`src/sv/gw_pkg.sv`:
```
`timescale 1ns / 1ps

package gw_pkg;

    // Event filter and time correction
    localparam logic [31:0]        GW_TAG        = 32'h0000_0004;
    localparam logic signed [23:0] GW_LATENCY_NS = 24'sd73650;
    localparam logic signed [23:0] NO_OFFSET_NS  = 24'sd100000;
    localparam logic [21:0]        NS_PER_US     = 22'd1000;

    // Divider
    localparam int          DIVR_W      = 20;
    localparam logic [DIVR_W-1:0] NS_PER_MS = 20'd1000000;
    localparam logic [DIVR_W-1:0] MS_PER_S  = 20'd1000;
    localparam int          DIV_BITS    = 8;
    localparam int          DIV_STEPS   = 64 / DIV_BITS;
    localparam int          DIV_CNT_W   = $clog2(DIV_STEPS);

    // UTC telegrams
    localparam logic [63:0] MS_AT_2008    = 64'd1199142000000;
    localparam int          MS_W          = 10;
    localparam int          SEC_W         = 30;
    localparam int          UTC_W         = MS_W + SEC_W;
    localparam int          N_UTC         = 5;
    localparam int          UTC_IDX_W     = 3;
    localparam logic [7:0]  UTC_CODE_BASE = 8'hE0;
    localparam logic [9:0]  GAP_BASE_NS   = 10'd96;
    localparam int          PAUSE_W       = 27;

    // Queue between front and back
    localparam int QUEUE_AW    = 1;
    localparam int QUEUE_DEPTH = 1 << QUEUE_AW;

    // Configuration port
    localparam int CFG_IDX_W  = 3;
    localparam int CFG_DATA_W = 16;

    typedef enum logic [CFG_IDX_W-1:0] {
        CFG_ENABLE    = 3'd0,
        CFG_LATENCY   = 3'd1,
        CFG_TRIG_CODE = 3'd2,
        CFG_TRIG_GAP  = 3'd3,
        CFG_UTC_GAP   = 3'd4
    } gw_cfg_idx_t;

    typedef struct packed {
        logic        enable;
        logic [11:0] latency_us;
        logic [7:0]  utc_trigger_code;
        logic [15:0] trigger_utc_gap;
        logic [15:0] utc_gap;
    } gw_cfg_t;

    localparam gw_cfg_t CFG_RESET = '{
        enable:           1'b0,
        latency_us:       12'd100,
        utc_trigger_code: 8'd0,
        trigger_utc_gap:  16'd0,
        utc_gap:          16'd0
    };

    // One accepted event waiting for the back end
    typedef struct packed {
        logic [15:0] telegram;
        logic [63:0] send_time;
        logic        utc_run;
    } gw_entry_t;

    typedef struct packed {
        logic full;
        logic empty;
    } gw_q_stat_t;

    typedef struct packed {
        logic start;
        logic per_ms;
    } gw_div_ctl_t;

    typedef struct packed {
        logic              done;
        logic [63:0]       quotient;
        logic [DIVR_W-1:0] remainder;
    } gw_div_stat_t;

    typedef enum logic [1:0] {
        BK_IDLE,
        BK_DIV_NS,
        BK_DIV_MS,
        BK_UTC
    } gw_back_state_t;

    // 96 + 1024 * units
    function automatic logic [PAUSE_W-1:0] gap_ns(input logic [15:0] units);
        gap_ns = {1'b0, units, GAP_BASE_NS};
    endfunction

endpackage

```
`src/sv/gw_evt_if.sv`:
```
`timescale 1ns / 1ps

interface gw_evt_if;
    logic        valid;
    logic        ready;
    logic [31:0] action_tag;
    logic        is_mil_event;
    logic [7:0]  event_code;
    logic [15:0] mil_word;
    logic [63:0] deadline_ns;

    modport source (
        output valid, action_tag, is_mil_event, event_code, mil_word, deadline_ns,
        input  ready
    );

    modport sink (
        input  valid, action_tag, is_mil_event, event_code, mil_word, deadline_ns,
        output ready
    );
endinterface

```
`src/sv/gw_tlg_if.sv`:
```
`timescale 1ns / 1ps

interface gw_tlg_if;
    logic        valid;
    logic        ready;
    logic [15:0] telegram;
    logic [63:0] send_time_ns;
    logic [26:0] pause_before_ns;
    logic        last_word;

    modport source (
        output valid, telegram, send_time_ns, pause_before_ns, last_word,
        input  ready
    );

    modport sink (
        input  valid, telegram, send_time_ns, pause_before_ns, last_word,
        output ready
    );
endinterface

```
`src/sv/gw_front.sv`:
```
`timescale 1ns / 1ps

module gw_front import gw_pkg::*; (
    input  gw_cfg_t    cfg,
    gw_evt_if.sink     evt,
    input  gw_q_stat_t q_stat,
    output logic       push,
    output gw_entry_t  push_data
);

    logic              keep;
    logic [21:0]       lat_ns;
    logic signed [23:0] offset_ns;

    // Filter: enabled gateway, timing tag, MIL-eligible event
    assign keep = cfg.enable && (evt.action_tag == GW_TAG) && evt.is_mil_event;

    // Every word is taken while the queue has room; dropped ones are not pushed
    assign evt.ready = !q_stat.full;
    assign push      = evt.valid && !q_stat.full && keep;

    // Corrected time: deadline + 73650 ns + (latency_us - 100) * 1000 ns, wrapping
    always_comb
    begin
        lat_ns    = 22'(cfg.latency_us) * NS_PER_US;
        offset_ns = $signed({2'b00, lat_ns}) + GW_LATENCY_NS - NO_OFFSET_NS;
        push_data.telegram  = evt.mil_word;
        push_data.send_time = evt.deadline_ns + {{40{offset_ns[23]}}, offset_ns};
        push_data.utc_run   = (evt.event_code == cfg.utc_trigger_code);
    end

endmodule

```
`src/sv/gw_queue.sv`:
```
`timescale 1ns / 1ps

module gw_queue import gw_pkg::*; (
    input  logic       clk,
    input  logic       rst_n,
    input  logic       push,
    input  gw_entry_t  push_data,
    input  logic       pop,
    output gw_entry_t  pop_data,
    output gw_q_stat_t q_stat
);

    gw_entry_t             slot_reg [QUEUE_DEPTH];
    logic [QUEUE_AW-1:0]   wr_ptr_reg, wr_ptr_next;
    logic [QUEUE_AW-1:0]   rd_ptr_reg, rd_ptr_next;
    logic [QUEUE_AW:0]     count_reg, count_next;

    assign q_stat.full  = (count_reg == (QUEUE_AW+1)'(QUEUE_DEPTH));
    assign q_stat.empty = (count_reg == '0);
    assign pop_data     = slot_reg[rd_ptr_reg];

    // Pointer and fill count update
    always_comb
    begin
        wr_ptr_next = wr_ptr_reg + (QUEUE_AW)'(push);
        rd_ptr_next = rd_ptr_reg + (QUEUE_AW)'(pop);
        count_next  = count_reg + (QUEUE_AW+1)'(push) - (QUEUE_AW+1)'(pop);
    end

    always_ff @(posedge clk or negedge rst_n)
    begin
        if (!rst_n)
        begin
            wr_ptr_reg <= '0;
            rd_ptr_reg <= '0;
            count_reg  <= '0;
        end
        else
        begin
            wr_ptr_reg <= wr_ptr_next;
            rd_ptr_reg <= rd_ptr_next;
            count_reg  <= count_next;
        end
    end

    // Entry storage
    always_ff @(posedge clk)
    begin
        if (push)
        begin
            slot_reg[wr_ptr_reg] <= push_data;
        end
    end

endmodule

```
`src/sv/gw_div.sv`:
```
`timescale 1ns / 1ps

// 64-bit by 20-bit long division, DIV_BITS quotient bits per cycle
module gw_div import gw_pkg::*; (
    input  logic         clk,
    input  logic         rst_n,
    input  gw_div_ctl_t  ctl,
    input  logic [63:0]  dividend,
    output gw_div_stat_t stat
);

    logic [63:0]          num_reg;
    logic [DIVR_W-1:0]    rem_reg;
    logic [DIVR_W-1:0]    dvs_reg;
    logic [DIV_CNT_W-1:0] cnt_reg;
    logic                 busy_reg;
    logic                 done_reg;

    logic [63:0]          step_num;
    logic [DIVR_W-1:0]    step_rem;
    logic [DIVR_W:0]      trial;
    logic [DIVR_W-1:0]    r;
    logic [63:0]          n;

    assign stat.done      = done_reg;
    assign stat.quotient  = num_reg;
    assign stat.remainder = rem_reg;

    // Restoring steps: dividend bits shift out the top, quotient bits in at the bottom
    always_comb
    begin
        r     = rem_reg;
        n     = num_reg;
        trial = '0;
        for (int i = 0; i < DIV_BITS; i++)
        begin
            trial = {r, n[63]};
            n     = {n[62:0], 1'b0};
            if (trial >= {1'b0, dvs_reg})
            begin
                trial = trial - {1'b0, dvs_reg};
                n[0]  = 1'b1;
            end
            r = trial[DIVR_W-1:0];
        end
        step_num = n;
        step_rem = r;
    end

    // Control
    always_ff @(posedge clk or negedge rst_n)
    begin
        if (!rst_n)
        begin
            busy_reg <= 1'b0;
            done_reg <= 1'b0;
            cnt_reg  <= '0;
        end
        else
        begin
            done_reg <= 1'b0;
            if (ctl.start)
            begin
                busy_reg <= 1'b1;
                cnt_reg  <= '0;
            end
            else if (busy_reg)
            begin
                cnt_reg <= cnt_reg + 1'b1;
                if (cnt_reg == (DIV_CNT_W)'(DIV_STEPS - 1))
                begin
                    busy_reg <= 1'b0;
                    done_reg <= 1'b1;
                end
            end
        end
    end

    // Datapath
    always_ff @(posedge clk)
    begin
        if (ctl.start)
        begin
            num_reg <= dividend;
            rem_reg <= '0;
            dvs_reg <= ctl.per_ms ? MS_PER_S : NS_PER_MS;
        end
        else if (busy_reg)
        begin
            num_reg <= step_num;
            rem_reg <= step_rem;
        end
    end

endmodule

```
`src/sv/gw_back.sv`:
```
`timescale 1ns / 1ps

module gw_back import gw_pkg::*; (
    input  logic          clk,
    input  logic          rst_n,
    input  gw_cfg_t       cfg,
    input  gw_q_stat_t    q_stat,
    input  gw_entry_t     q_data,
    output logic          pop,
    output gw_div_ctl_t   div_ctl,
    output logic [63:0]   div_dividend,
    input  gw_div_stat_t  div_stat,
    gw_tlg_if.source      tlg
);

    gw_back_state_t        state_reg, state_next;

    logic                  tlg_valid_reg, tlg_valid_next;
    logic [15:0]           tlg_word_reg;
    logic [63:0]           tlg_time_reg;
    logic [PAUSE_W-1:0]    tlg_pause_reg;
    logic                  tlg_last_reg;

    logic [63:0]           time_reg;
    logic [UTC_W-1:0]      utc_reg;
    logic [UTC_IDX_W-1:0]  idx_reg;

    logic                  out_free;
    logic                  load_first;
    logic                  load_utc;
    logic                  capture_utc;
    logic                  idx_last;

    assign out_free = !tlg_valid_reg || tlg.ready;
    assign idx_last = (idx_reg == (UTC_IDX_W)'(N_UTC - 1));

    assign tlg.valid           = tlg_valid_reg;
    assign tlg.telegram        = tlg_word_reg;
    assign tlg.send_time_ns    = tlg_time_reg;
    assign tlg.pause_before_ns = tlg_pause_reg;
    assign tlg.last_word       = tlg_last_reg;

    // Next state
    always_comb
    begin
        state_next = state_reg;
        case (state_reg)
            BK_IDLE:
            begin
                if (!q_stat.empty && out_free && q_data.utc_run)
                begin
                    state_next = BK_DIV_NS;
                end
            end
            BK_DIV_NS:
            begin
                if (div_stat.done)
                begin
                    state_next = BK_DIV_MS;
                end
            end
            BK_DIV_MS:
            begin
                if (div_stat.done)
                begin
                    state_next = BK_UTC;
                end
            end
            BK_UTC:
            begin
                if (out_free && idx_last)
                begin
                    state_next = BK_IDLE;
                end
            end
            default:
            begin
                state_next = BK_IDLE;
            end
        endcase
    end

    // State outputs
    always_comb
    begin
        pop            = 1'b0;
        load_first     = 1'b0;
        load_utc       = 1'b0;
        capture_utc    = 1'b0;
        div_ctl.start  = 1'b0;
        div_ctl.per_ms = 1'b0;
        div_dividend   = q_data.send_time;
        case (state_reg)
            BK_IDLE:
            begin
                if (!q_stat.empty && out_free)
                begin
                    pop           = 1'b1;
                    load_first    = 1'b1;
                    div_ctl.start = q_data.utc_run;
                end
            end
            BK_DIV_NS:
            begin
                // ms since 2008, wrapping
                div_dividend   = div_stat.quotient - MS_AT_2008;
                div_ctl.per_ms = 1'b1;
                div_ctl.start  = div_stat.done;
            end
            BK_DIV_MS:
            begin
                capture_utc = div_stat.done;
            end
            BK_UTC:
            begin
                load_utc = out_free;
            end
            default:
            begin
                pop = 1'b0;
            end
        endcase
    end

    // Output word valid
    always_comb
    begin
        tlg_valid_next = tlg_valid_reg && !tlg.ready;
        if (load_first || load_utc)
        begin
            tlg_valid_next = 1'b1;
        end
    end

    always_ff @(posedge clk or negedge rst_n)
    begin
        if (!rst_n)
        begin
            state_reg     <= BK_IDLE;
            tlg_valid_reg <= 1'b0;
            idx_reg       <= '0;
        end
        else
        begin
            state_reg     <= state_next;
            tlg_valid_reg <= tlg_valid_next;
            if (capture_utc)
            begin
                idx_reg <= '0;
            end
            else if (load_utc)
            begin
                idx_reg <= idx_reg + 1'b1;
            end
        end
    end

    // Output word and run payload
    always_ff @(posedge clk)
    begin
        if (load_first)
        begin
            time_reg      <= q_data.send_time;
            tlg_word_reg  <= q_data.telegram;
            tlg_time_reg  <= q_data.send_time;
            tlg_pause_reg <= '0;
            tlg_last_reg  <= !q_data.utc_run;
        end
        else if (load_utc)
        begin
            tlg_word_reg  <= {utc_reg[UTC_W-1 -: 8], UTC_CODE_BASE + 8'(idx_reg)};
            tlg_time_reg  <= time_reg;
            tlg_pause_reg <= (idx_reg == '0) ? gap_ns(cfg.trigger_utc_gap)
                                             : gap_ns(cfg.utc_gap);
            tlg_last_reg  <= idx_last;
        end

        // {ms, seconds} is the five UTC bytes, most significant first
        if (capture_utc)
        begin
            utc_reg <= {div_stat.remainder[MS_W-1:0], div_stat.quotient[SEC_W-1:0]};
        end
        else if (load_utc)
        begin
            utc_reg <= {utc_reg[UTC_W-9:0], 8'h00};
        end
    end

endmodule

```
`src/sv/timing_event_to_mil_telegram_gateway.sv`:
```
`timescale 1ns / 1ps

// Timing event to MIL telegram gateway. Each accepted event that passes the
// filter (gateway enabled, tag 4, MIL flag set) yields its telegram with the
// latency-corrected send time; if its code matches the UTC trigger, five UTC
// telegrams follow with their pauses. Events that do not pass are taken and
// dropped. Throughput: ordinary events flow at one word per cycle while the
// output accepts words. A UTC trigger event passes through the back end in
// order: its own word, which also loads the shared radix-256 divider, the ns
// to ms pass, the ms to seconds and ms fraction pass (reload plus eight
// steps), capture of the result and the five UTC words. A two-entry queue
// lets the input keep accepting while the back end is busy; the output word
// is registered, so a stall on the output side costs the front nothing until
// the queue fills. The user must write configuration through
// cfg_we/cfg_index/cfg_data only while idle; the block does not enforce it.
module timing_event_to_mil_telegram_gateway import gw_pkg::*; (
    input  logic                  clk,
    input  logic                  rst_n,
    gw_evt_if.sink                evt,
    gw_tlg_if.source              tlg,
    input  logic                  cfg_we,
    input  logic [CFG_IDX_W-1:0]  cfg_index,
    input  logic [CFG_DATA_W-1:0] cfg_data
);

    gw_cfg_t      cfg_reg, cfg_next;
    gw_q_stat_t   q_stat;
    gw_entry_t    push_data;
    gw_entry_t    pop_data;
    logic         push;
    logic         pop;
    gw_div_ctl_t  div_ctl;
    gw_div_stat_t div_stat;
    logic [63:0]  div_dividend;

    // Configuration registers; unknown indexes are ignored
    always_comb
    begin
        cfg_next = cfg_reg;
        if (cfg_we)
        begin
            case (cfg_index)
                CFG_ENABLE:    cfg_next.enable           = cfg_data[0];
                CFG_LATENCY:   cfg_next.latency_us       = cfg_data[11:0];
                CFG_TRIG_CODE: cfg_next.utc_trigger_code = cfg_data[7:0];
                CFG_TRIG_GAP:  cfg_next.trigger_utc_gap  = cfg_data;
                CFG_UTC_GAP:   cfg_next.utc_gap          = cfg_data;
                default:       cfg_next                  = cfg_reg;
            endcase
        end
    end

    always_ff @(posedge clk or negedge rst_n)
    begin
        if (!rst_n)
        begin
            cfg_reg <= CFG_RESET;
        end
        else
        begin
            cfg_reg <= cfg_next;
        end
    end

    gw_front u_front (
        .cfg       (cfg_reg),
        .evt       (evt),
        .q_stat    (q_stat),
        .push      (push),
        .push_data (push_data)
    );

    gw_queue u_queue (
        .clk       (clk),
        .rst_n     (rst_n),
        .push      (push),
        .push_data (push_data),
        .pop       (pop),
        .pop_data  (pop_data),
        .q_stat    (q_stat)
    );

    gw_div u_div (
        .clk      (clk),
        .rst_n    (rst_n),
        .ctl      (div_ctl),
        .dividend (div_dividend),
        .stat     (div_stat)
    );

    gw_back u_back (
        .clk          (clk),
        .rst_n        (rst_n),
        .cfg          (cfg_reg),
        .q_stat       (q_stat),
        .q_data       (pop_data),
        .pop          (pop),
        .div_ctl      (div_ctl),
        .div_dividend (div_dividend),
        .div_stat     (div_stat),
        .tlg          (tlg)
    );

endmodule

```
`src/flat_wrapper.sv`:
```
// flat-port wrapper written by rule: the top's interface ports become plain ports
module timing_event_to_mil_telegram_gateway_flat import gw_pkg::*;
  (clk, rst_n, cfg_we, cfg_index, cfg_data, evt_valid, evt_action_tag, evt_is_mil_event, evt_event_code, evt_mil_word, evt_deadline_ns, evt_ready, tlg_valid, tlg_telegram, tlg_send_time_ns, tlg_pause_before_ns, tlg_last_word, tlg_ready);
  gw_evt_if evt_i ();
  gw_tlg_if tlg_i ();
  input  logic clk;
  input  logic rst_n;
  input  logic cfg_we;
  input  logic [CFG_IDX_W-1:0] cfg_index;
  input  logic [CFG_DATA_W-1:0] cfg_data;
  input wire logic [$bits(evt_i.valid)-1:0] evt_valid;
  input wire logic [$bits(evt_i.action_tag)-1:0] evt_action_tag;
  input wire logic [$bits(evt_i.is_mil_event)-1:0] evt_is_mil_event;
  input wire logic [$bits(evt_i.event_code)-1:0] evt_event_code;
  input wire logic [$bits(evt_i.mil_word)-1:0] evt_mil_word;
  input wire logic [$bits(evt_i.deadline_ns)-1:0] evt_deadline_ns;
  output wire logic [$bits(evt_i.ready)-1:0] evt_ready;
  output wire logic [$bits(tlg_i.valid)-1:0] tlg_valid;
  output wire logic [$bits(tlg_i.telegram)-1:0] tlg_telegram;
  output wire logic [$bits(tlg_i.send_time_ns)-1:0] tlg_send_time_ns;
  output wire logic [$bits(tlg_i.pause_before_ns)-1:0] tlg_pause_before_ns;
  output wire logic [$bits(tlg_i.last_word)-1:0] tlg_last_word;
  input wire logic [$bits(tlg_i.ready)-1:0] tlg_ready;
  assign evt_i.valid = evt_valid;
  assign evt_i.action_tag = evt_action_tag;
  assign evt_i.is_mil_event = evt_is_mil_event;
  assign evt_i.event_code = evt_event_code;
  assign evt_i.mil_word = evt_mil_word;
  assign evt_i.deadline_ns = evt_deadline_ns;
  assign evt_ready = evt_i.ready;
  assign tlg_valid = tlg_i.valid;
  assign tlg_telegram = tlg_i.telegram;
  assign tlg_send_time_ns = tlg_i.send_time_ns;
  assign tlg_pause_before_ns = tlg_i.pause_before_ns;
  assign tlg_last_word = tlg_i.last_word;
  assign tlg_i.ready = tlg_ready;
  timing_event_to_mil_telegram_gateway u_core (.clk(clk), .rst_n(rst_n), .evt(evt_i), .tlg(tlg_i), .cfg_we(cfg_we), .cfg_index(cfg_index), .cfg_data(cfg_data));
endmodule
```
`config.mk`:
```
export PLATFORM = sky130hd
export DESIGN_NAME = timing_event_to_mil_telegram_gateway_flat
export DESIGN_NICKNAME = d
export VERILOG_FILES = /design/src/sv/gw_pkg.sv /design/src/sv/gw_evt_if.sv /design/src/sv/gw_tlg_if.sv /design/src/sv/gw_front.sv /design/src/sv/gw_queue.sv /design/src/sv/gw_div.sv /design/src/sv/gw_back.sv /design/src/sv/timing_event_to_mil_telegram_gateway.sv /design/src/flat_wrapper.sv
export SDC_FILE = /design/constraint.sdc
export NUM_CORES = 1
export LEC_CHECK = 0
export ABC_AREA = 1
export BUFFER_PORTS_ARGS = -buffer_cell sky130_fd_sc_hd__clkbuf_2
export CELL_PAD_IN_SITES_DETAIL_PLACEMENT = 1
export CELL_PAD_IN_SITES_GLOBAL_PLACEMENT = 1
export CORE_MARGIN = 5
export CORE_UTILIZATION = 35
export DETAILED_ROUTE_END_ITERATION = 6
export PLACE_DENSITY = 0.74
export SKIP_CTS_REPAIR_TIMING = 1
export SYNTH_ARGS = -nofsm -noshare
export SYNTH_HDL_FRONTEND = slang
export SYNTH_HIERARCHICAL = 1
export SYNTH_SLANG_ARGS = --single-unit
```
`constraint.sdc`:
```
create_clock -name clk -period 18.5 [get_ports clk]
set_input_delay 3.7 -clock clk [delete_from_list [all_inputs] [get_ports clk]]
set_output_delay 3.7 -clock clk [all_outputs]
set_load 0.02 [all_outputs]
```
* Word-level counts from Yosys, hierarchy flattened
Memory sizes are Yosys's and may differ from the RTL's. Cells that the tools add are included.
Word-level totals: RAM bits 162, output and inout bits 110, memories kept 1, logic and storage cells 150, flip-flop bits (word level) 384, bits of input ports 145
Memories:
- u_core.u_queue.slot_reg | words 2, width 81, read ports 1, clocked after Yosys merged registers in 0, write ports 1, RTL line gw_queue.sv:13 | gw_entry_t slot_reg [QUEUE_DEPTH];
Cells by class: eq/ne operators 16, $add $sub $neg 19, mux-type cells 54, $lt $le $gt $ge 8, reductions and logical operators 28, $mul 1
Operators by type and width (number):
- $mux 64 | 5
- $mux 20 | 9
- $ge 21x20->1 | 8
- $sub 20x20->20 | 8
- $mux 40 | 2
- $add 64x64->64 | 1
- $sub 64x41->64 const B | 1
- $eq 32x3->1 const B | 1
- $mux 16 | 2
- $mux 26 | 1
- $mux 1 | 25
- $sub 23x17->24 const B | 1
- $add 22x17->23 const B | 1
- $mul 12x7->19 const B | 1
- $mux 3 | 4
- $reduce_and 2->1 | 5
- $eq 3x3->1 const B | 3
- $eq 8x8->1 | 1
- $logic_and 1x1->1 | 8
- $mux 2 | 4
- $pmux 2 s4 | 1
- $add 6x4->7 const A | 1
- $add 3x1->3 const B | 2
- $eq 2x2->1 const B | 3
- 15 further kinds | 28

* Logic depth before layout (Yosys ltp)
Gate-level depths: netlist (run 1).
word-level depth 18, mapped depth 112, gate-level depth less buffers 102

* By module
Netlist (run 1), hierarchy kept.
Modules (own cells, without submodules):
- gw_div | area each 12199.2 um2, sequential area each 2507.4 um2, times used 1, cells each 1972
- gw_back | area each 11700.0 um2, sequential area each 6045.8 um2, times used 1, cells each 1530
- gw_front | area each 7644.8 um2, sequential area each 0.0 um2, times used 1, cells each 1323
- gw_queue | area each 6303.5 um2, sequential area each 4964.8 um2, times used 1, cells each 447
- timing_event_to_mil_telegram_gateway | area each 2172.1 um2, sequential area each 1330.0 um2, times used 1, cells each 240

* Worst setup path before layout (run 1)
OpenSTA, ideal clock, no wires.
path kind reg2reg, start register u_core.u_div.dvs_reg[18], end register u_core.u_div.num_reg[0] (data pin), period minus slack after synthesis 13.756 ns, required time 18.236 ns, data arrival time 13.492 ns, path buffers 10, setup slack 4.744 ns, setup time 0.264 ns, cell stages (with the launch flop) 99, cells stage by stage edfxtp_1 -> inv_1 -> ha_1 -> a21oi_1 -> nor2_1 -> nor2_1 -> nand2_1 -> nor2_8 -> nand2_4 -> buf_6 -> o21ai_0 -> inv_1 -> ha_1 -> a21oi_1 -> inv_1 -> nand2_2 -> inv_1 -> nor2_1 -> [... 63 more ...] -> nand2_1 -> nor2_2 -> nand2_2 -> nand3_4 -> buf_6 -> inv_1 -> or2_2 -> o21ai_0 -> ha_1 -> a21oi_1 -> nand2_1 -> nand2_1 -> nand2_1 -> nand3_2 -> inv_1 -> nor2_2 -> buf_6 -> o21ai_1
On the way: word-level cells in the longest chain between the ends 18, elaborated cells between the ends (all ways) 25, classes of those cells add/sub (7); order compare (8); mux (10)
RTL lines:
- from (decl) | RTL line gw_div.sv:14 | logic [DIVR_W-1:0] dvs_reg;
- from (signal assigned) | RTL line gw_div.sv:86 | dvs_reg <= ctl.per_ms ? MS_PER_S : NS_PER_MS;
- $sub 20x20->20 or $ge 21x20->1 (tied branches) | RTL line gw_div.sv:41, gw_div.sv:39
- $mux 20 | RTL line gw_div.sv:39 | if (trial >= {1'b0, dvs_reg})
- $sub 20x20->20 or $ge 21x20->1 (tied branches) | RTL line gw_div.sv:41, gw_div.sv:39
- $mux 20 | RTL line gw_div.sv:39
- $ge 21x20->1 or $sub 20x20->20 (tied branches) | RTL line gw_div.sv:39, gw_div.sv:41
- $mux 20 | RTL line gw_div.sv:39
- $sub 20x20->20 or $ge 21x20->1 (tied branches) | RTL line gw_div.sv:41, gw_div.sv:39
- $mux 20 | RTL line gw_div.sv:39
- [... 2 more ...]
- $sub 20x20->20 or $ge 21x20->1 (tied branches) | RTL line gw_div.sv:41, gw_div.sv:39
- $mux 20 | RTL line gw_div.sv:39
- $sub 20x20->20 or $ge 21x20->1 (tied branches) | RTL line gw_div.sv:41, gw_div.sv:39
- $mux 20 | RTL line gw_div.sv:39
- $ge 21x20->1 * | RTL line gw_div.sv:39
- $mux 1 * | RTL line gw_div.sv:39
- $mux 64 * | RTL line gw_div.sv:88 | else if (busy_reg)
- $mux 64 * | RTL line gw_div.sv:82 | if (ctl.start)
- to (signal assigned) | RTL line gw_div.sv:84 | num_reg <= dividend;
- to (signal assigned) | RTL line gw_div.sv:90 | num_reg <= step_num;
- to (decl) | RTL line gw_div.sv:12 | logic [63:0] num_reg;
Mark *: on every way between the ends. The rest lies on a longest branch, timed or not. The select of a mux whose other input is x is not followed. A chain may end at the register's enable or synchronous reset.

* Worst setup path after layout (run 1)
start register u_core.u_div.dvs_reg[18], end register u_core.u_div.rem_reg[11]
On the way: word-level cells in the longest chain between the ends 16, elaborated cells between the ends (all ways) 24, classes of those cells add/sub (8); order compare (8); mux (8)
RTL lines:
- $sub 20x20->20 or $ge 21x20->1 (tied branches) | RTL line gw_div.sv:41, gw_div.sv:39
- $mux 20 | RTL line gw_div.sv:39
- $sub 20x20->20 or $ge 21x20->1 (tied branches) | RTL line gw_div.sv:41, gw_div.sv:39
- $mux 20 | RTL line gw_div.sv:39
- $ge 21x20->1 or $sub 20x20->20 (tied branches) | RTL line gw_div.sv:39, gw_div.sv:41
- $mux 20 | RTL line gw_div.sv:39
- $sub 20x20->20 or $ge 21x20->1 (tied branches) | RTL line gw_div.sv:41, gw_div.sv:39
- $mux 20 | RTL line gw_div.sv:39
- $sub 20x20->20 or $ge 21x20->1 (tied branches) | RTL line gw_div.sv:41, gw_div.sv:39
- $mux 20 | RTL line gw_div.sv:39
- $sub 20x20->20 or $ge 21x20->1 (tied branches) | RTL line gw_div.sv:41, gw_div.sv:39
- $mux 20 | RTL line gw_div.sv:39
- $sub 20x20->20 or $ge 21x20->1 (tied branches) | RTL line gw_div.sv:41, gw_div.sv:39
- $mux 20 | RTL line gw_div.sv:39
- $sub 20x20->20 or $ge 21x20->1 (tied branches) | RTL line gw_div.sv:41, gw_div.sv:39
- $mux 20 * | RTL line gw_div.sv:39
- to (signal assigned) | RTL line gw_div.sv:91 | rem_reg <= step_rem;
- to (decl) | RTL line gw_div.sv:13 | logic [DIVR_W-1:0] rem_reg;
Mark *: on every way between the ends. The rest lies on a longest branch, timed or not.

==> flow_metrics.tcl, run 1 <==
set metrics [dict create \
    status "finished clean" \
    root_buffer "clkbuf_16" \
    clk_path_buf_depth 3 \
    crit_arrival_ns 16.92 \
    die_x_um 348 \
    seq_area_sq_mm 0.0149 \
    cts-buffers-inserted 51 \
    grt_max_degree 106 \
    first_global_vias 38367 \
    grt_usage_pct 22.1 \
    drive_above_1_share_pct 10.7 \
    postRouteAntennaNets 0 \
    ys_warn_count 6 \
    ys_ff_latch 518 \
    finalNetCount 6080 \
    tritoncts "built" \
    drc_errors 0 \
    fin_skew_ns 0.0251 \
    syn_area_sq_mm 0.0400 \
    finalCritPeriodShare_pct 88.7 \
    drtPass1Iterations 5 \
    insertion_delay_ns 0.62 \
    synth_cell_types 71 \
    syn_inst 5512 \
    finalHoldViolCount 0 \
    path_buf_inv 18 \
    dp_slack_ns 1.62 \
    min_path_type "flip-flop to flip-flop" \
    async_flop_share_pct 13.1 \
    finalCriticalPeriod_ns 16.41 \
    max_freq_ghz 0.0609 \
    r2r_setup_slack_ns 2.09 \
    cp_max_fo 23 \
    setup_viol 0 \
    coreArea_sq_mm 0.114 \
    ys_seq_area_share_pct 37.1 \
    die_area_sq_mm 0.121 \
    required_ns 19.00 \
    finalMaxSlewViolations 0 \
    rows 124 \
    wl_per_cell_um 19.1 \
    post_drt_via_cell_ratio 5.08 \
    max_stage_delay_ns 0.46 \
    worst_pin_slew_ns 1.10 \
    synth_flop_cell "edfxtp_1" \
    io_buffers 245 \
    start_kind "flip-flop" \
    relSlewSlack_pct 26.0 \
    dr_total_vias 36872 \
    rsz0062_at_grt "false" \
    ioPinCount 255 \
    setup.worst_path.end_class "flip-flop" \
    largest_reg_flops 162 \
    grt-ovfl-total 0 \
    hold_ws_ns 0.466 \
    place_hpwl_um 110000 \
    drt_iter0_markers 2076 \
    initial_core_util_pct 35.1 \
    postSynthAreaPerCell_sq_um 7.26 \
    area_growth_pct 10.3 \
    clock_sinks 518 \
    cp_common_cell "nand2_1" \
    grt_antenna_before_repair 4 \
    path_clk_slew_ns 0.06 \
    fillers 14530 \
    crit_slowest_cell "ha_1" \
    cap_violations 0 \
    fin_tns_setup_ns 0 \
    globalplace.congestion 0.921 \
    cp_top_family "simple AND/OR/NAND/NOR gates" \
    htree_levels 2 \
    final.setup.worst_slack_ns 2.09 \
    synth_edf_count 413 \
    die_h_um 348 \
    multiInputGateArea_sq_mm 0.0211 \
    mostFrequentLayoutCells "nand2_1 (1822), inv_1 (784), nor2_1 (440)" \
    worstSetupPathType "flip-flop to flip-flop" \
    grt_first_pass_wirelength_um 214000 \
    routed_wl_um 138000 \
    layout_commonest_cell "nand2_1" \
]
-- cells in the mapped netlist, types with 9 or more instances --
library cell	number	area, sq um
clkbuf_1	56	210
dfxtp_1	37	741
o21ai_0	281	1410
xnor2_1	40	350
nand4_1	112	701
nor3_1	30	150
nor2_2	46	288
nor2_1	440	1650
a31oi_1	21	131
nand2_1	1825	6850
nor2_4	18	203
nor4_1	10	62.6
fa_1	38	761
nand3b_1	9	67.6
o21ai_1	40	200
nand2_2	73	457
buf_2	18	90.1
ha_1	200	2500
nand2_4	12	135
a21oi_1	189	946
dfrtp_1	65	1630
buf_4	38	285
nand3_2	25	250
o21bai_1	16	120
nand3_1	357	1790
or2_2	9	56.3
xor2_1	111	972
edfxtp_1	413	12400
o21a_1	14	105
inv_2	47	176
buf_6	16	180
a21o_1	16	120
buf_12	10	200
inv_1	787	2950
-- path summary, 6_finish.rpt --
path | end | cells after the start | from
max in group asynchronous | u_core/u_queue/rd_ptr_reg | 2 | rst_n
setup / recovery | u_core/u_div/rem_reg[11] | 92 | u_core/u_div/dvs_reg[18]
hold reg to reg | u_core/u_back/tlg.pause_before_ns[15] | 2 | u_core/u_back/tlg.pause_before_ns[15]
min in group asynchronous | u_core/cfg_reg[38] | 2 | rst_n
setup reg to reg | u_core/u_div/rem_reg[11] | 92 | u_core/u_div/dvs_reg[18]
hold / removal | u_core/u_back/tlg.pause_before_ns[15] | 2 | u_core/u_back/tlg.pause_before_ns[15]
-- layer usage --
metal | up-vias | global-route usage [%] | share of wire (%)
li1 | 18049 | - | -
met1 | 17934 | 28.0 | 44
met2 | 689 | 40.1 | 50
met3 | 200 | 1.44 | 2.9
met4 | 0 | 7.06 | 3.4
met5 | - | 0 | 0
-- cell families after synthesis --
logic type                 count (synthesis)  share of synthesized area [%]
buffers and inverters                    983                           10.4
other                                      1                        0.00937
DFF                                      518                           37.1
AOI/OAI and AO/OA                        619                           8.46
and+or+nand+nor                         3002                           32.6
adders and majority gates                238                           8.15
xor gates and xnor gates                 151                           3.30
-- worst min-delay path: cells and delay by family, from the launching register on --
kind	cells	cell delay [ns]
AND/OR/NAND/NOR	1	0.06
flip-flops	1	0.31
AO/OA/AOI/OAI	1	0.05
-- layout make-up --
cell class	instances	area share [%]
Multi-Input combinational cell	4019	47.8
Sequential cell	518	33.6
Inverter	838	7.13
Tap cell	1512	4.29
Clock buffer	69	3.19
Timing Repair Buffer	269	3.19
Clock inverter	27	0.726
Antenna cell	2	0.0113
-- metrics by stage --
| stage | utilization, % | cells | cell area (sq um) |
|---|---|---|---|
| 2_1_floorplan | - | 5520 | 40000 |
| 3_3_place_gp | 37.2 | 7154 | 42400 |
| 3_5_place_dp | 37.2 | 7154 | 42400 |
| 4_1_cts | 38.7 | 7250 | 44100 |
| 5_1_grt | 38.8 | 7254 | 44100 |
| 6_report | 38.8 | 7254 | 44100 |
Power of run 1 is not shown: default switching activity piles up to over one toggle a cycle in this logic, so the estimate is an artifact.
==> inputs of run 2 (changes only) <==
- ABC_AREA: 1 -> not set
- PLACE_DENSITY: 0.74 -> 0.7
==> run 2 against run 1 <==
  * Maximum frequency decreased by 6.8%
  * Cell count decreased by 24%
  * Worst setup slack got worse by 1.2 ns
  * Flip-flop and latch count unchanged
  * Global-route usage decreased by 1.2 points
  * Sequential share of layout area decreased by 0.15 points
  * Die area decreased by 5.3%
  * Via count decreased by 16%
  * Clock skew increased by 0.065 ns
  * Clock-buffer cell count decreased by 1
  * Synthesized cell count decreased by 33%
  * Wire length decreased by 9.7%
  * Critical path type unchanged
  * Highest routed layer unchanged
==> flow_metrics.tcl, run 2 <==
set metrics [dict create \
    grt_max_degree 84 \
    crit_arrival_ns 18.18 \
    die_h_um 339 \
    grt_antenna_before_repair 2 \
    synth_edf_count 413 \
    required_ns 19.06 \
    stdcell_area_sq_mm 0.0443 \
    async_flop_share_pct 13.1 \
    cap_violations 0 \
    setup.worst_path.end_class "flip-flop" \
    postRouteAntennaNets 0 \
    min_path_type "flip-flop to flip-flop" \
    die_area_sq_mm 0.115 \
    rows 120 \
    ys_ff_latch 518 \
    largest_reg_flops 162 \
    cts-buffers-inserted 60 \
    layout_commonest_cell "nand2_1" \
    mostFrequentLayoutCells "nand2_1 (434), edfxtp_1 (413), nor2_1 (252)" \
    ys_warn_count 6 \
    finalHoldViolCount 0 \
    finalMaxSlewViolations 0 \
    status "finished clean" \
    ys_seq_area_share_pct 39.2 \
    drt_iter0_markers 2003 \
    root_buffer "clkbuf_16" \
    finalCritPeriodShare_pct 95.2 \
    worst_pin_slew_ns 1.09 \
    start_kind "flip-flop" \
    grt-ovfl-total 0 \
    drive_above_1_share_pct 25.3 \
    rr_worst_depth 83 \
    syn_area_sq_mm 0.0378 \
    finalCriticalPeriod_ns 17.62 \
    synth_cell_types 137 \
    coreArea_sq_mm 0.107 \
    die_x_um 339 \
    insertion_delay_ns 0.70 \
    finalNetCount 4464 \
    hold-path-cell-count 1 \
    syn_inst 3714 \
    synth_top_area_share_pct 32.8 \
    post_drt_via_cell_ratio 5.60 \
    seq_area_sq_mm 0.0149 \
    finish.utilization_pct 41.4 \
    drc_errors 0 \
    fin_skew_ns 0.0902 \
    fillers 12152 \
    multiInputGateArea_sq_mm 0.0220 \
    synth_commonest_cells "nand2_1 (441), edfxtp_1 (413), nor2_1 (256)" \
    io_buffers 245 \
    synth_area_leader_cell "edfxtp_1" \
    synth_flop_cell "edfxtp_1" \
    max_stage_delay_ns 0.49 \
    synth_area_leaders "edfxtp_1 (33%), ha_1 (6.6%), mux2_2 (5.3%)" \
    dpl_cell_area_sq_mm 0.0417 \
    crit_slowest_cell "nor4_2" \
    cp_common_cell "ha_1" \
    postSynthAreaPerCell_sq_um 10.2 \
    dr_total_vias 30991 \
    place_hpwl_um 95300 \
    relSlewSlack_pct 27.4 \
    setup_viol 0 \
    htree_levels 2 \
    max_freq_ghz 0.0568 \
    initial_core_util_pct 35.3 \
    grt_first_pass_wirelength_um 191000 \
    worstSetupPathType "flip-flop to flip-flop" \
    clk_path_buf_depth 3 \
    area_growth_pct 17.2 \
    grt_usage_pct 20.8 \
    globalplace.congestion 0.904 \
    path_clk_slew_ns 0.07 \
    drtPass1Iterations 5 \
    wl_per_cell_um 22.6 \
    routed_wl_um 125000 \
    clock_sinks 518 \
    first_global_vias 32550 \
    ioPinCount 255 \
    yosysMostFrequentCell "nand2_1" \
    tritoncts "built" \
    cp_max_fo 13 \
]
run 2: changes by cell type after synthesis, sizes merged, moves of 42 or more:
cell and delta:
clkbuf +47, mux2 +267, inv -684, nor2 -247, o21ai -194, nand4 -64
a211oi +42, nand3 -300, a21o +56, nand2 -1467, xnor2 +103, mux2i +58
run 2: final cells by class:
type / instances / share of cell area (%)
Multi-Input combinational cell: 2867 / 49.7
Sequential cell: 518 / 33.5
Timing Repair Buffer: 483 / 6.86
Tap cell: 1403 / 3.96
Clock buffer: 68 / 3.50
Inverter: 151 / 1.31
Clock inverter: 42 / 1.18
Antenna cell: 2 / 0.0113
run 2: per-stage QoR:
stage               hold WS, ns  std cells  worst slack [ns]  TNS, ns
detailed placement        0.495       5399             0.184        0
CTS                       0.509       5509            0.0297        0
finish                    0.505       5534             0.881        0
floorplan                 0.472       3722            0.0153        0
global route              0.527       5533            -0.102   -0.642
global placement          0.471       5399             0.822        0
run 2: final timing paths:
check,end,startpoint,slack (ns)
hold reg to reg,u_core/cfg_reg[3],u_core/cfg_reg[3],0.50
setup reg to reg,u_core/u_div/rem_reg[12],u_core/u_div/dvs_reg[18],0.88
min in group asynchronous,u_core/u_queue/rd_ptr_reg,rst_n,3.16
hold / removal,u_core/cfg_reg[3],u_core/cfg_reg[3],0.50
max in group asynchronous,u_core/u_queue/rd_ptr_reg,rst_n,14.65
setup / recovery,u_core/u_div/rem_reg[12],u_core/u_div/dvs_reg[18],0.88
run 2: kinds of logic (layout without fill, tap and decap cells):
family          after synthesis  count (layout)  synth area share (%)
xor+xnor                    231             231                  5.50
mux                         325             325                  10.4
buf+inv                     338             744                  4.28
flops                       518             518                  39.2
compound gates              858             858                  16.4
fa+ha+maj                   238             238                  8.62
simple gates               1205            1206                  15.6
other cells                   1              11               0.00991
run 2: per-layer routing:
| layer | part of all wire [%] | global-route usage [%] |
|---|---|---|
| met5 | 0 | 0 |
| met4 | 3.1 | 6.20 |
| met3 | 4.1 | 2.64 |
| met2 | 48 | 35.6 |
| met1 | 45 | 27.7 |
run 2: worst max-delay path: cells and delay by family, from the launching register on:
family,cells,cell delay [ns]
flops,1,0.38
simple gates,30,6.37
buf+inv,12,1.67
compound gates,24,4.88
fa+ha+maj,8,2.51
xor+xnor,4,0.72
mux,5,0.91
Power of run 2 is left out for the same reason.
==> inputs of run 3 (changes only) <==
- PLACE_DENSITY: 0.7 -> 0.71
- SYNTH_HIERARCHICAL: 1 -> not set
==> run 3 against run 2 <==
  * Clock-buffer cell count up 4
  * First-iteration DRC count down 23%
  * Worst hold slack worse by 0.0077 ns
  * Die area down 11%
  * Largest cell class unchanged
==> flow_metrics.tcl, run 3 <==
set metrics [dict create \
    io_buffers 245 \
    routed_wl_um 104000 \
    crit_arrival_ns 17.70 \
    worst_pin_slew_ns 1.07 \
    syn_area_sq_mm 0.0336 \
    layout_commonest_cell "edfxtp_1" \
    globalplace.congestion 0.901 \
    r2r_setup_slack_ns 1.28 \
    grt_max_degree 112 \
    grt_usage_pct 19.5 \
    grt-ovfl-total 0 \
    max_stage_delay_ns 0.59 \
    drt_iter0_markers 1547 \
    finalHoldViolCount 0 \
    synth_cell_types 117 \
    clk_path_buf_depth 3 \
    synth_area_leaders "edfxtp_1 (37%), ha_1 (7.4%), dfrtp_1 (4.8%)" \
    cp_common_cell "ha_1" \
    ioPinCount 255 \
    fin_skew_ns 0.0230 \
    cp_max_fo 8 \
    setup_viol 0 \
    synth_flop_cell "edfxtp_1" \
    drc_errors 0 \
    synth_edf_count 413 \
    rsz0062_at_grt "false" \
    async_flop_share_pct 13.1 \
    crit_slowest_cell "or4b_1" \
    relSlewSlack_pct 28.8 \
    syn_inst 3265 \
    first_global_vias 28837 \
    whs_endpoint "u_core.u_queue.count_reg[1]" \
    start_kind "flip-flop" \
    synth_top_area_share_pct 36.9 \
    finalCriticalPeriod_ns 17.22 \
    finalNetCount 4124 \
    rr_worst_depth 77 \
    hold-path-cell-count 1 \
    grt_first_pass_wirelength_um 162000 \
    tritoncts "built" \
    yosysMostFrequentCell "nand2_1" \
    reg2reg_from "u_core.u_div.dvs_reg[18]" \
    synth_commonest_cells "nand2_1 (414), edfxtp_1 (413), o21ai_0 (216)" \
    dr_total_vias 27357 \
    ys_ff_latch 518 \
    insertion_delay_ns 0.60 \
    setup.worst_path.end_class "flip-flop" \
    required_ns 18.98 \
    post_drt_via_cell_ratio 5.41 \
    cap_violations 0 \
    coreArea_sq_mm 0.0952 \
    initial_core_util_pct 35.3 \
    path_clk_slew_ns 0.07 \
    r2r_end "u_core.u_div.rem_reg[9]" \
    area_growth_pct 18.6 \
    die_x_um 320 \
    drtPass1Iterations 5 \
    finalMaxSlewViolations 0 \
    place_hpwl_um 79000 \
    die_area_sq_mm 0.102 \
    mostFrequentLayoutCells "edfxtp_1 (413), nand2_1 (411), buf_4 (286)" \
    rows 113 \
    ys_warn_count 0 \
    wl_per_cell_um 20.5 \
    min_path_type "flip-flop to flip-flop" \
    fin_tns_setup_ns 0 \
    hold_ws_ns 0.497 \
    die_h_um 320 \
    postRouteAntennaNets 0 \
    ys_seq_area_share_pct 44.2 \
    stdcell_area_sq_mm 0.0399 \
    root_buffer "clkbuf_16" \
    worstSetupPathType "flip-flop to flip-flop" \
    startpoint "u_core.u_div.dvs_reg[18]" \
    cts-buffers-inserted 50 \
    postSynthAreaPerCell_sq_um 10.3 \
    drive_above_1_share_pct 22.9 \
    clock_sinks 518 \
    dpl_cell_area_sq_mm 0.0381 \
    grt_antenna_before_repair 8 \
    htree_levels 2 \
    min_from "u_core.u_queue.count_reg[1]" \
    max_freq_ghz 0.0581 \
    status "finished clean" \
    finalCritPeriodShare_pct 93.1 \
    largest_reg_flops 162 \
    synth_area_leader_cell "edfxtp_1" \
]
-- run 3: cell types whose count changed after synthesis, sizes merged, moves of 13 or more --
cell / change
nand4: -31
a21o: -26
nand2: -27
o21bai: +13
a21oi: -29
o211ai: -13
inv: -18
nor2: -56
clkbuf: -39
mux2: -124
o21a: -16
o21ai: +99
buf: -34
-- run 3: logic make-up after synthesis --
logic type / count (synthesis) / synth area share (%)
AOI/OAI and AO/OA: 789 / 15.6
muxes: 210 / 6.80
other: 1 / 0.0112
xor gates and xnor gates: 234 / 6.10
buffers and inverters: 247 / 3.01
and+or+nand+nor: 1029 / 14.7
adders and majority gates: 237 / 9.67
DFF: 518 / 44.2
-- run 3: worst max-delay path by stage --
stage,end,depth (start not counted)
after CTS,u_core.u_div.rem_reg[9],76
after global placement,u_core.u_div.rem_reg[9],78
after detailed placement,u_core.u_div.rem_reg[9],76
after global routing,u_core.u_div.rem_reg[9],79
after floorplan,u_core.u_div.rem_reg[11],85
final,u_core.u_div.rem_reg[9],77
-- run 3: final cells by class --
class	count	area, sq um
inverters	133	505
multi-input cells	2509	18000
clock inverters	20	161
flip-flops and latches	518	14900
diodes	7	17.5
clock buffers	72	1420
well taps	1265	1580
fillers	10792	55300
repair buffers	530	3370
-- run 3: worst max-delay path: cells and delay by family, from the launching register on --
family | cells | cell delay (ns)
muxes | 4 | 1.16
buffers and inverters | 8 | 1.13
AOI/OAI and AO/OA | 26 | 6.19
xor gates and xnor gates | 2 | 0.33
adders and majority gates | 8 | 2.54
and+or+nand+nor | 29 | 5.37
DFF | 1 | 0.38
-- run 3: metal layers --
metal	up-vias	GRT usage [%]	share of wire [%]
met5	-	0	0
met4	0	6.11	3.1
met2	515	34.3	50
met1	13716	24.9	43
li1	12981	-	-
met3	145	2.57	3.8
-- run 3: through the flow --
stage               setup WS, ns  std cells  utilization [%]
CTS                        0.255       5040             41.7
global route               0.133       5054             41.9
floorplan                  0.269       3273                -
detailed placement         0.408       4948             40.1
global placement           0.927       4948             40.1
finish                      1.28       5054             41.9
Power of run 3 is left out for the same reason.
